==> config.mk <==
export PLATFORM = sky130hd
export DESIGN_NAME = band_peak_level_follower_unit
export DESIGN_NICKNAME = d
export VERILOG_FILES = /design/src/rtl/core/bplf_pkg.sv /design/src/rtl/core/bplf_front.sv /design/src/rtl/core/bplf_cmd_fifo.sv /design/src/rtl/core/bplf_back.sv /design/src/rtl/core/band_peak_level_follower_unit.sv
export SDC_FILE = /design/constraint.sdc
export NUM_CORES = 2
export LEC_CHECK = 0
export BUFFER_PORTS_ARGS = -buffer_cell sky130_fd_sc_hd__buf_2
export CORE_MARGIN = 1.5
export CORE_UTILIZATION = 45
export DETAILED_ROUTE_END_ITERATION = 6
export GPL_TIMING_DRIVEN = 0
export MAX_ROUTING_LAYER = met4
export SETUP_SLACK_MARGIN = 0.5
export SLEW_MARGIN = 5
export SYNTH_ARGS = -nofsm -noshare
export SYNTH_HDL_FRONTEND = slang
export SYNTH_SLANG_ARGS = --single-unit
==> constraint.sdc <==
create_clock -name clk_i -period 13.3 [get_ports clk_i]
set_input_delay 1.33 -clock clk_i [delete_from_list [all_inputs] [get_ports clk_i]]
set_output_delay 1.33 -clock clk_i [all_outputs]
set_load 0.01 [all_outputs]
==> src/rtl/core/bplf_pkg.sv <==
package bplf_pkg;

  // Request codes carried by req_type.
  localparam logic REQ_BIN   = 1'b0;
  localparam logic REQ_BOOST = 1'b1;

  // Configuration register indexes (byte address is 4 times the index).
  localparam logic [2:0] REG_BAND_FIRST   = 3'd0;
  localparam logic [2:0] REG_BAND_LAST    = 3'd1;
  localparam logic [2:0] REG_ATTACK_COEF  = 3'd2;
  localparam logic [2:0] REG_RELEASE_COEF = 3'd3;
  localparam logic [2:0] REG_LEVEL_GAIN   = 3'd4;
  localparam logic [2:0] REG_PULSE_AMOUNT = 3'd5;
  localparam logic [2:0] REG_BOOST_DECAY  = 3'd6;

  localparam int unsigned APB_ADDR_W = 5;

  // Fixed-point constants.
  localparam logic [16:0] ONE_Q16         = 17'd65536;
  localparam logic [18:0] DB_PER_LOG2_Q16 = 19'd394566;
  localparam logic [21:0] FLOOR_DB_Q16    = 22'd3932160;
  localparam int unsigned SPAN_DB         = 70;
  localparam logic [15:0] PULSE_MAX       = 16'd40960;
  localparam logic [20:0] LOG2_FULL_Q16   = 21'd1048576;

  // Reciprocal for the divide by the dB span: floor(2^24 / 70).
  localparam int unsigned DIV_SHIFT = 24;
  localparam int unsigned DIV_MUL_I = (1 << DIV_SHIFT) / SPAN_DB;
  localparam logic [17:0] DIV_MUL   = 18'(DIV_MUL_I);

  // Log2 fraction table.
  localparam int unsigned LOG_TBL_BITS    = 6;
  localparam int unsigned LOG_TBL_ENTRIES = 1 << LOG_TBL_BITS;

  // Command queue between the front and the back.
  localparam int unsigned CMD_DEPTH = 4;
  localparam int unsigned CMD_PTR_W = $clog2(CMD_DEPTH);

  typedef logic [15:0] log_tbl_t [LOG_TBL_ENTRIES];

  // Builds floor(log2(1 + i/N) * 65536) by repeated squaring; evaluated at elaboration.
  function automatic log_tbl_t build_log_tbl();
    log_tbl_t    tbl;
    logic [63:0] x;
    logic [15:0] r;
    for (int i = 0; i < LOG_TBL_ENTRIES; i++) begin
      x = (64'd1 << 30) | (64'(i) << (30 - LOG_TBL_BITS));
      r = '0;
      for (int b = 15; b >= 0; b--) begin
        x = (x * x) >> 30;
        if (x >= (64'd2 << 30)) begin
          x    = x >> 1;
          r[b] = 1'b1;
        end
      end
      tbl[i] = r;
    end
    return tbl;
  endfunction

  localparam log_tbl_t LOG_FRAC = build_log_tbl();

  typedef struct packed {
    logic [9:0]  band_first;
    logic [9:0]  band_last;
    logic [16:0] attack_coef;
    logic [16:0] release_coef;
    logic [15:0] level_gain;
    logic [15:0] pulse_amount;
    logic [15:0] boost_decay;
  } cfg_t;

  typedef struct packed {
    logic        is_boost;
    logic [15:0] peak;
    logic [7:0]  elapsed_ms;
    logic [16:0] boost_add;
  } cmd_t;

endpackage

==> src/rtl/core/bplf_front.sv <==
module bplf_front (
  input  logic             clk_i,
  input  logic             rst_ni,
  input  bplf_pkg::cfg_t   cfg_i,
  input  logic             in_valid_i,
  output logic             in_stall_o,
  input  logic             req_type_i,
  input  logic [9:0]       bin_index_i,
  input  logic [15:0]      bin_amplitude_i,
  input  logic             last_bin_i,
  input  logic [7:0]       elapsed_ms_i,
  input  logic [16:0]      boost_amount_i,
  input  logic             q_full_i,
  output logic             q_push_o,
  output bplf_pkg::cmd_t   q_cmd_o
);
  import bplf_pkg::*;

  logic        peak_seen_q, peak_seen_d;
  logic [15:0] peak_q, peak_d;
  logic        accept;
  logic        is_bin;
  logic        in_band;
  logic        seen_now;
  logic [15:0] peak_now;

  assign in_stall_o = q_full_i;
  assign accept     = in_valid_i && !q_full_i;
  assign is_bin     = (req_type_i == REQ_BIN);

  // Every 10-bit index is below the bin count, so only the band bounds matter.
  assign in_band = (bin_index_i >= cfg_i.band_first) && (bin_index_i <= cfg_i.band_last);

  always_comb begin
    seen_now = peak_seen_q;
    peak_now = peak_q;
    if (in_band) begin
      seen_now = 1'b1;
      if (!peak_seen_q || (bin_amplitude_i > peak_q)) begin
        peak_now = bin_amplitude_i;
      end
    end
  end

  always_comb begin
    peak_seen_d = peak_seen_q;
    peak_d      = peak_q;
    q_push_o    = 1'b0;
    q_cmd_o     = '0;
    if (accept) begin
      if (!is_bin) begin
        q_push_o          = 1'b1;
        q_cmd_o.is_boost  = 1'b1;
        q_cmd_o.boost_add = boost_amount_i;
      end else if (last_bin_i) begin
        q_push_o           = seen_now;
        q_cmd_o.peak       = peak_now;
        q_cmd_o.elapsed_ms = elapsed_ms_i;
        peak_seen_d        = 1'b0;
        peak_d             = '0;
      end else begin
        peak_seen_d = seen_now;
        peak_d      = peak_now;
      end
    end
  end

  always_ff @(posedge clk_i or negedge rst_ni) begin
    if (!rst_ni) begin
      peak_seen_q <= 1'b0;
      peak_q      <= '0;
    end else begin
      peak_seen_q <= peak_seen_d;
      peak_q      <= peak_d;
    end
  end

endmodule

==> src/rtl/core/bplf_cmd_fifo.sv <==
module bplf_cmd_fifo (
  input  logic           clk_i,
  input  logic           rst_ni,
  input  logic           push_i,
  input  bplf_pkg::cmd_t push_cmd_i,
  output logic           full_o,
  input  logic           pop_i,
  output logic           empty_o,
  output bplf_pkg::cmd_t head_o
);
  import bplf_pkg::*;

  cmd_t                 mem_q [CMD_DEPTH];
  logic [CMD_PTR_W-1:0] wr_ptr_q, rd_ptr_q;
  logic [CMD_PTR_W:0]   count_q;
  logic                 do_push, do_pop;

  assign full_o  = (count_q == (CMD_PTR_W + 1)'(CMD_DEPTH));
  assign empty_o = (count_q == '0);
  assign head_o  = mem_q[rd_ptr_q];
  assign do_push = push_i && !full_o;
  assign do_pop  = pop_i && !empty_o;

  always_ff @(posedge clk_i) begin
    if (do_push) begin
      mem_q[wr_ptr_q] <= push_cmd_i;
    end
  end

  always_ff @(posedge clk_i or negedge rst_ni) begin
    if (!rst_ni) begin
      wr_ptr_q <= '0;
      rd_ptr_q <= '0;
      count_q  <= '0;
    end else begin
      if (do_push) begin
        wr_ptr_q <= wr_ptr_q + 1'b1;
      end
      if (do_pop) begin
        rd_ptr_q <= rd_ptr_q + 1'b1;
      end
      if (do_push && !do_pop) begin
        count_q <= count_q + 1'b1;
      end else if (do_pop && !do_push) begin
        count_q <= count_q - 1'b1;
      end
    end
  end

  a_no_push_when_full : assert property (@(posedge clk_i) disable iff (!rst_ni)
    !(push_i && full_o))
    else $error("command pushed into a full queue");

  a_count_bound : assert property (@(posedge clk_i) disable iff (!rst_ni)
    count_q <= (CMD_PTR_W + 1)'(CMD_DEPTH))
    else $error("command queue count exceeds depth");

endmodule

==> src/rtl/core/bplf_back.sv <==
module bplf_back (
  input  logic           clk_i,
  input  logic           rst_ni,
  input  bplf_pkg::cfg_t cfg_i,
  input  logic           q_empty_i,
  input  bplf_pkg::cmd_t q_head_i,
  output logic           q_pop_o,
  output logic           out_valid_o,
  input  logic           out_stall_i,
  output logic [16:0]    effective_level_o,
  output logic [16:0]    smoothed_level_o,
  output logic [18:0]    scale_factor_o
);
  import bplf_pkg::*;

  localparam logic [3:0] S_IDLE  = 4'd0;
  localparam logic [3:0] S_LOG   = 4'd1;
  localparam logic [3:0] S_ATT   = 4'd2;
  localparam logic [3:0] S_NUM   = 4'd3;
  localparam logic [3:0] S_DIV   = 4'd4;
  localparam logic [3:0] S_FIX   = 4'd5;
  localparam logic [3:0] S_LVL   = 4'd6;
  localparam logic [3:0] S_UPD   = 4'd7;
  localparam logic [3:0] S_GAIN  = 4'd8;
  localparam logic [3:0] S_EFF   = 4'd9;
  localparam logic [3:0] S_PULSE = 4'd10;

  logic [3:0]  state_q, state_d;
  logic [16:0] level_q, level_d;
  logic [16:0] boost_q, boost_d;
  logic        out_valid_q, out_valid_d;

  // Working registers of the per-frame sequence.
  logic [15:0] peak_q;
  logic [7:0]  ms_q;
  logic [20:0] diff_q;
  logic [22:0] att_q;
  logic [21:0] num_q;
  logic [23:0] dec_q;
  logic [15:0] quot_q;
  logic [16:0] target_q;
  logic [16:0] step_q;
  logic        up_q;
  logic [19:0] gained_q;
  logic [16:0] eff_q;
  logic [16:0] eff_out_q, lvl_out_q;
  logic [18:0] scale_out_q;

  // Combinational pieces of each step.
  logic [3:0]              lead;
  logic [15:0]             norm;
  logic [LOG_TBL_BITS-1:0] tbl_idx;
  logic [19:0]             lg;
  logic [20:0]             diff_c;
  logic [39:0]             att_prod;
  logic [21:0]             num_c;
  logic [23:0]             dec_c;
  logic [39:0]             div_prod;
  logic [21:0]             quot_x70;
  logic [21:0]             rem_c;
  logic [16:0]             target_c;
  logic                    up_c;
  logic [16:0]             delta_c;
  logic [16:0]             attack_sat, release_sat, coef_c;
  logic [33:0]             step_prod;
  logic [32:0]             gain_prod;
  logic [20:0]             eff_sum;
  logic [16:0]             eff_c;
  logic [15:0]             pulse_sat;
  logic [32:0]             pulse_prod;
  logic [19:0]             scale_c;
  logic [17:0]             boost_sum;
  logic                    out_free;
  logic                    load_out;

  // Leading one of the peak.
  always_comb begin
    lead = '0;
    for (int i = 0; i < 16; i++) begin
      if (peak_q[i]) begin
        lead = 4'(i);
      end
    end
  end

  assign norm    = peak_q << (4'd15 - lead);
  assign tbl_idx = norm[14 -: LOG_TBL_BITS];
  assign lg      = {lead, 16'd0} + 20'(LOG_FRAC[tbl_idx]);
  assign diff_c  = (peak_q == '0) ? LOG2_FULL_Q16 : (LOG2_FULL_Q16 - 21'(lg));

  assign att_prod = 40'(diff_q) * 40'(DB_PER_LOG2_Q16);
  assign num_c    = (23'(FLOOR_DB_Q16) <= att_q) ? '0 : 22'(23'(FLOOR_DB_Q16) - att_q);
  assign dec_c    = 24'(cfg_i.boost_decay) * 24'(ms_q);

  // Divide by the dB span: reciprocal estimate, then one correction step.
  assign div_prod = 40'(num_q) * 40'(DIV_MUL);
  assign quot_x70 = 22'(quot_q) * 22'(SPAN_DB);
  assign rem_c    = num_q - quot_x70;
  assign target_c = (rem_c >= 22'(SPAN_DB)) ? (17'(quot_q) + 17'd1) : 17'(quot_q);

  assign attack_sat  = (cfg_i.attack_coef > ONE_Q16) ? ONE_Q16 : cfg_i.attack_coef;
  assign release_sat = (cfg_i.release_coef > ONE_Q16) ? ONE_Q16 : cfg_i.release_coef;
  assign up_c        = (target_q > level_q);
  assign delta_c     = up_c ? (target_q - level_q) : (level_q - target_q);
  assign coef_c      = up_c ? attack_sat : release_sat;
  assign step_prod   = 34'(delta_c) * 34'(coef_c);

  assign gain_prod = 33'(level_q) * 33'(cfg_i.level_gain);
  assign eff_sum   = 21'(gained_q) + 21'(boost_q);
  assign eff_c     = (eff_sum > 21'(ONE_Q16)) ? ONE_Q16 : eff_sum[16:0];

  assign pulse_sat  = (cfg_i.pulse_amount > PULSE_MAX) ? PULSE_MAX : cfg_i.pulse_amount;
  assign pulse_prod = 33'(eff_q) * 33'(pulse_sat);
  assign scale_c    = 20'(ONE_Q16) + pulse_prod[32:13];

  assign boost_sum = 18'(boost_q) + 18'(q_head_i.boost_add);

  assign out_free = !out_valid_q || !out_stall_i;
  assign load_out = (state_q == S_PULSE) && out_free;
  assign q_pop_o  = (state_q == S_IDLE) && !q_empty_i;

  always_comb begin
    state_d     = state_q;
    level_d     = level_q;
    boost_d     = boost_q;
    out_valid_d = out_valid_q;
    if (out_valid_q && !out_stall_i) begin
      out_valid_d = 1'b0;
    end
    case (state_q)
      S_IDLE: begin
        if (!q_empty_i) begin
          if (q_head_i.is_boost) begin
            boost_d = (boost_sum > 18'(ONE_Q16)) ? ONE_Q16 : boost_sum[16:0];
          end else begin
            state_d = S_LOG;
          end
        end
      end
      S_LOG:  state_d = S_ATT;
      S_ATT:  state_d = S_NUM;
      S_NUM:  state_d = S_DIV;
      S_DIV:  state_d = S_FIX;
      S_FIX:  state_d = S_LVL;
      S_LVL:  state_d = S_UPD;
      S_UPD: begin
        level_d = up_q ? (level_q + step_q) : (level_q - step_q);
        boost_d = (boost_q > 17'(dec_q) || dec_q[23:17] != '0)
                  ? ((dec_q[23:17] != '0) ? 17'd0 : (boost_q - dec_q[16:0]))
                  : 17'd0;
        state_d = S_GAIN;
      end
      S_GAIN: state_d = S_EFF;
      S_EFF:  state_d = S_PULSE;
      S_PULSE: begin
        if (out_free) begin
          out_valid_d = 1'b1;
          state_d     = S_IDLE;
        end
      end
      default: state_d = S_IDLE;
    endcase
  end

  always_ff @(posedge clk_i or negedge rst_ni) begin
    if (!rst_ni) begin
      state_q     <= S_IDLE;
      level_q     <= '0;
      boost_q     <= '0;
      out_valid_q <= 1'b0;
    end else begin
      state_q     <= state_d;
      level_q     <= level_d;
      boost_q     <= boost_d;
      out_valid_q <= out_valid_d;
    end
  end

  always_ff @(posedge clk_i) begin
    if (q_pop_o && !q_head_i.is_boost) begin
      peak_q <= q_head_i.peak;
      ms_q   <= q_head_i.elapsed_ms;
    end
    if (state_q == S_LOG) begin
      diff_q <= diff_c;
    end
    if (state_q == S_ATT) begin
      att_q <= att_prod[38:16];
    end
    if (state_q == S_NUM) begin
      num_q <= num_c;
      dec_q <= dec_c;
    end
    if (state_q == S_DIV) begin
      quot_q <= div_prod[39:24];
    end
    if (state_q == S_FIX) begin
      target_q <= target_c;
    end
    if (state_q == S_LVL) begin
      step_q <= step_prod[32:16];
      up_q   <= up_c;
    end
    if (state_q == S_GAIN) begin
      gained_q <= gain_prod[32:13];
    end
    if (state_q == S_EFF) begin
      eff_q <= eff_c;
    end
    if (load_out) begin
      eff_out_q   <= eff_q;
      lvl_out_q   <= level_q;
      scale_out_q <= scale_c[18:0];
    end
  end

  assign out_valid_o       = out_valid_q;
  assign effective_level_o = eff_out_q;
  assign smoothed_level_o  = lvl_out_q;
  assign scale_factor_o    = scale_out_q;

  a_level_bound : assert property (@(posedge clk_i) disable iff (!rst_ni)
    level_q <= ONE_Q16)
    else $error("level above full scale");

  a_boost_bound : assert property (@(posedge clk_i) disable iff (!rst_ni)
    boost_q <= ONE_Q16)
    else $error("boost above full scale");

  a_result_loaded : assert property (@(posedge clk_i) disable iff (!rst_ni)
    load_out |=> out_valid_q && (state_q == S_IDLE))
    else $error("finished frame did not reach the output register");

endmodule

==> src/rtl/core/band_peak_level_follower_unit.sv <==
// Channel    Direction  Handshake               Payload
// input      in         in_valid_i/in_stall_o   req_type, bin_index, bin_amplitude, last_bin,
//                                               elapsed_ms, boost_amount
// result     out        out_valid_o/out_stall_i effective_level, smoothed_level, scale_factor
// config     in         APB psel/penable        paddr, pwdata, prdata, pready (always high)
//
// Bins are taken one per cycle while the four-entry command queue has room.
// A frame with in-band bins runs the back through log, dB, divide by the span,
// attack/release, boost decay, gain and pulse; a boost event is applied in idle.
// A result waiting in the output register holds only the last back step; the
// front keeps taking bins until the queue fills, then raises in_stall_o.
// Reset clears the tracker, the queue, level, boost and valid, and loads defaults.
module band_peak_level_follower_unit (
  input  logic        clk_i,
  input  logic        rst_ni,

  input  logic        in_valid_i,
  output logic        in_stall_o,
  input  logic        req_type_i,
  input  logic [9:0]  bin_index_i,
  input  logic [15:0] bin_amplitude_i,
  input  logic        last_bin_i,
  input  logic [7:0]  elapsed_ms_i,
  input  logic [16:0] boost_amount_i,

  output logic        out_valid_o,
  input  logic        out_stall_i,
  output logic [16:0] effective_level_o,
  output logic [16:0] smoothed_level_o,
  output logic [18:0] scale_factor_o,

  input  logic        psel,
  input  logic        penable,
  input  logic        pwrite,
  input  logic [bplf_pkg::APB_ADDR_W-1:0] paddr,
  input  logic [31:0] pwdata,
  output logic [31:0] prdata,
  output logic        pready
);
  import bplf_pkg::*;

  cfg_t       cfg_q;
  logic       cfg_wr;
  logic [2:0] reg_idx;
  logic       q_push, q_full, q_pop, q_empty;
  cmd_t       q_push_cmd, q_head;

  // The register file: written in the APB access phase, read back at any time.
  assign pready  = 1'b1;
  assign cfg_wr  = psel && penable && pwrite && pready;
  assign reg_idx = paddr[4:2];

  always_ff @(posedge clk_i or negedge rst_ni) begin
    if (!rst_ni) begin
      cfg_q.band_first   <= 10'd0;
      cfg_q.band_last    <= 10'd0;
      cfg_q.attack_coef  <= 17'd32768;
      cfg_q.release_coef <= 17'd6554;
      cfg_q.level_gain   <= 16'd8192;
      cfg_q.pulse_amount <= 16'd819;
      cfg_q.boost_decay  <= 16'd131;
    end else if (cfg_wr) begin
      case (reg_idx)
        REG_BAND_FIRST:   cfg_q.band_first   <= pwdata[9:0];
        REG_BAND_LAST:    cfg_q.band_last    <= pwdata[9:0];
        REG_ATTACK_COEF:  cfg_q.attack_coef  <= pwdata[16:0];
        REG_RELEASE_COEF: cfg_q.release_coef <= pwdata[16:0];
        REG_LEVEL_GAIN:   cfg_q.level_gain   <= pwdata[15:0];
        REG_PULSE_AMOUNT: cfg_q.pulse_amount <= pwdata[15:0];
        REG_BOOST_DECAY:  cfg_q.boost_decay  <= pwdata[15:0];
        default: ;
      endcase
    end
  end

  always_comb begin
    case (reg_idx)
      REG_BAND_FIRST:   prdata = 32'(cfg_q.band_first);
      REG_BAND_LAST:    prdata = 32'(cfg_q.band_last);
      REG_ATTACK_COEF:  prdata = 32'(cfg_q.attack_coef);
      REG_RELEASE_COEF: prdata = 32'(cfg_q.release_coef);
      REG_LEVEL_GAIN:   prdata = 32'(cfg_q.level_gain);
      REG_PULSE_AMOUNT: prdata = 32'(cfg_q.pulse_amount);
      REG_BOOST_DECAY:  prdata = 32'(cfg_q.boost_decay);
      default:          prdata = 32'd0;
    endcase
  end

  // The front tracks the band peak and turns frame ends and boost events into
  // commands; the queue keeps them in arrival order so boosts and frames apply
  // to the level state exactly in the order the items came in.
  bplf_front u_front (
    .clk_i           (clk_i),
    .rst_ni          (rst_ni),
    .cfg_i           (cfg_q),
    .in_valid_i      (in_valid_i),
    .in_stall_o      (in_stall_o),
    .req_type_i      (req_type_i),
    .bin_index_i     (bin_index_i),
    .bin_amplitude_i (bin_amplitude_i),
    .last_bin_i      (last_bin_i),
    .elapsed_ms_i    (elapsed_ms_i),
    .boost_amount_i  (boost_amount_i),
    .q_full_i        (q_full),
    .q_push_o        (q_push),
    .q_cmd_o         (q_push_cmd)
  );

  bplf_cmd_fifo u_cmd_fifo (
    .clk_i      (clk_i),
    .rst_ni     (rst_ni),
    .push_i     (q_push),
    .push_cmd_i (q_push_cmd),
    .full_o     (q_full),
    .pop_i      (q_pop),
    .empty_o    (q_empty),
    .head_o     (q_head)
  );

  // The back owns level and boost and runs the per-frame arithmetic.
  bplf_back u_back (
    .clk_i             (clk_i),
    .rst_ni            (rst_ni),
    .cfg_i             (cfg_q),
    .q_empty_i         (q_empty),
    .q_head_i          (q_head),
    .q_pop_o           (q_pop),
    .out_valid_o       (out_valid_o),
    .out_stall_i       (out_stall_i),
    .effective_level_o (effective_level_o),
    .smoothed_level_o  (smoothed_level_o),
    .scale_factor_o    (scale_factor_o)
  );

endmodule
==> metrics.txt <==
result of the run completed; core area 160400 µm²; Die Y 404.7 µm; Clock transition at path regs 0.06 ns; IO Count 185; clk buf depth 3; # setup viols final 0; Min-Delay Path Class reg -> reg; antenna viol nets, final 0; Syn. warnings 0; Layout Nets 9403; Mapped Cells 7244; htree depth 3; IO buf count 150; Main synth FF type edfxtp_1; Worst Setup End Kind flip-flop; RSZ-0062 raised after global routing false; Worst Skew 0.05256 ns; largest net degree at the start of global routing 106; Worst path slowest cell clkbuf_1; min cycle time layout 12.22 ns; Total Wirelength 200300 µm; crit path max fanout 10; Startpoint Class flip-flop; maximum clock frequency 0.08183 GHz; die area 163800 µm²; Clock Sinks 588; share of cells above drive strength 1 8.354%; Row Count 147; most frequent cell on the critical path fa_1; CP peak stage delay 0.57 ns; Global Route Usage Sum 25.82%; storage element area 16850 µm²; Initial Utilization 45.27%; asr flop ratio synth 28.06%; Remaining DRCs 0; Max Cap Violations 0; total negative setup slack 0 ns; Fill cells 14980; Slew Limit Headroom 5.379%; Synth cell types 103; Final Max Slew Viols 0; Avg Cell Area, Syn 10.02 µm²; Setup CP Type reg -> reg; final worst path period share 91.88%; Mapped Area 72610 µm²; routability cong. 0.9506; Worst-Margin Slew 1.409 ns; vias in the first global route 55130; chip width 404.7 µm; Remaining Overflow, GRT 0; Yosys reg bits 588; DR iter-0 viols 3474; clock buffer count from CTS 70; root buf cell clkbuf_16; drt via density 5.410; first-pass GRT wire length 317900 µm; DR pass1 iterations 6; final hold vios 0; initial antenna violation count 12; average routed wire per standard cell 20.53 µm; multi-input logic area 49900 µm²; Worst-Skew Late Latency 0.70 ns; Via Count 52790; critical path arrival 12.60 ns; Critical Path RT 13.68 ns; hpwl dp 165300 µm; EDFF count, synth 423; sequential fraction of the synthesis area 23.21%; Area Overhead vs Synth 9.074%; CTS tree built
stage by stage:
step           cells  hold slack [ns]  utilization, %  cell area, µm²  worst slack [ns]
4_1_cts         9722           0.4984           49.30           79070            0.5138
6_report        9758           0.5000           49.38           79200             1.080
3_5_place_dp    9592           0.4827           47.73           76550           -0.5903
3_3_place_gp    9568           0.4815           47.46           76120           -0.5939
5_1_grt         9756           0.5167           49.38           79190            0.5422
2_1_floorplan   7258           0.4636               -           72660             3.433
synthesized netlist by cell type (all sizes together), types with 114 or more instances:
cell / instances / area [µm²]
inv: 1296 / 4865
fa: 911 / 18240
ha: 888 / 11110
nand2: 749 / 2811
edfxtp: 423 / 12700
nor2: 379 / 1433
and2: 235 / 1470
clkbuf: 225 / 844.6
a21oi: 186 / 938.4
xnor2: 179 / 1568
o21ai: 178 / 898.4
dfrtp: 147 / 3679
mux2: 114 / 1284
layout by cell type (no fill, tap or decap), types with 53 or more instances in the layout:
master	count
o21ai_0	171
fa_1	911
dfrtp_1	147
nand2_1	749
and3_1	110
mux2_2	114
ha_1	888
nor3_1	89
xor2_1	85
buf_2	162
and2_1	235
clkbuf_1	218
xnor2_1	176
a21o_1	56
inv_1	1293
edfxtp_1	423
nand3_1	67
clkbuf_16	70
a21oi_1	183
nor2_1	366
mux2i_1	53
repair_timing:
action                                 in CTS  in global routing
gates resized for setup                    18                 17
pin swaps                                   0                  2
setup endpoints to repair                   9                  5
hold buffers                                0                  0
setup buffers                               0                  2
endpoints found under the hold margin       0                  0
area by class of cell:
cell class              count  area share, %
diodes                     33         0.1043
clock buffers              89          2.416
multi-input cells        5093          63.01
repair buffers            177          1.409
well taps                2160          3.412
clock inverters            41         0.6920
inverters                1296          6.142
flip-flops and latches    588          21.28
plain buffers             281          1.539
kinds of logic (layout without fill, tap and decap cells):
| logic type | after synthesis | after routing | synth area share [%] |
|---|---|---|---|
| xor gates and xnor gates | 266 | 266 | 3.209 |
| and+or+nand+nor | 1951 | 1951 | 12.94 |
| AOI/OAI and AO/OA | 848 | 848 | 7.958 |
| DFF | 588 | 588 | 23.21 |
| muxes | 213 | 213 | 3.908 |
| buffers and inverters | 1577 | 1884 | 8.349 |
| adders and majority gates | 1799 | 1799 | 40.42 |
| other | 2 | 49 | 0.01034 |
metal layers:
layer  up-vias  wire (µm)  share of wire, %  GRT usage [%]
li1      24430          -                 -              -
met2      1341      95130                47          41.69
met1     26750      88790                44          34.39
met5         -          0                 0              -
met3       266      11120               5.6          3.415
met4         0       5252               2.6          6.529
worst max-delay path: cells and delay by family, from the launching register on:
family                     cells  cell delay [ns]
adders and majority gates      8             3.57
xor gates and xnor gates       2             0.52
DFF                            1             0.47
buffers and inverters          8             1.90
and+or+nand+nor                5             0.80
AOI/OAI and AO/OA             16             4.66
flip-flops by register name (all words and copies together), names as in the netlist, 19 cells and up:
signal and flops:
u_cmd_fifo.mem_q 168, u_back.gained_q 20, cfg_q 102, u_back.diff_q 21, u_back.dec_q 24, u_back.att_q 23, u_back.scale_factor_o 19, u_back.num_q 22
path summary, 6_finish.rpt:
check,from,slack (ns),endpoint,cells after the start
setup / recovery,u_back.level_q[5]$_DFFE_PN0P_,1.08,u_back.step_q[16]$_DFFE_PP_,39
hold / removal,u_cmd_fifo.count_q[2]$_DFFE_PN0P_,0.50,u_cmd_fifo.count_q[2]$_DFFE_PN0P_,1
setup reg to reg,u_back.level_q[5]$_DFFE_PN0P_,1.08,u_back.step_q[16]$_DFFE_PP_,39
hold reg to reg,u_cmd_fifo.count_q[2]$_DFFE_PN0P_,0.50,u_cmd_fifo.count_q[2]$_DFFE_PN0P_,1
max in group asynchronous,rst_ni,11.65,cfg_q[82]$_DFFE_PN0P_,2
min in group asynchronous,rst_ni,0.61,u_back.level_q[13]$_DFFE_PN0P_,1
Power is left out: the tool's default activity adds up to more than one toggle a clock period on the data nets, which glitch-free logic cannot reach.
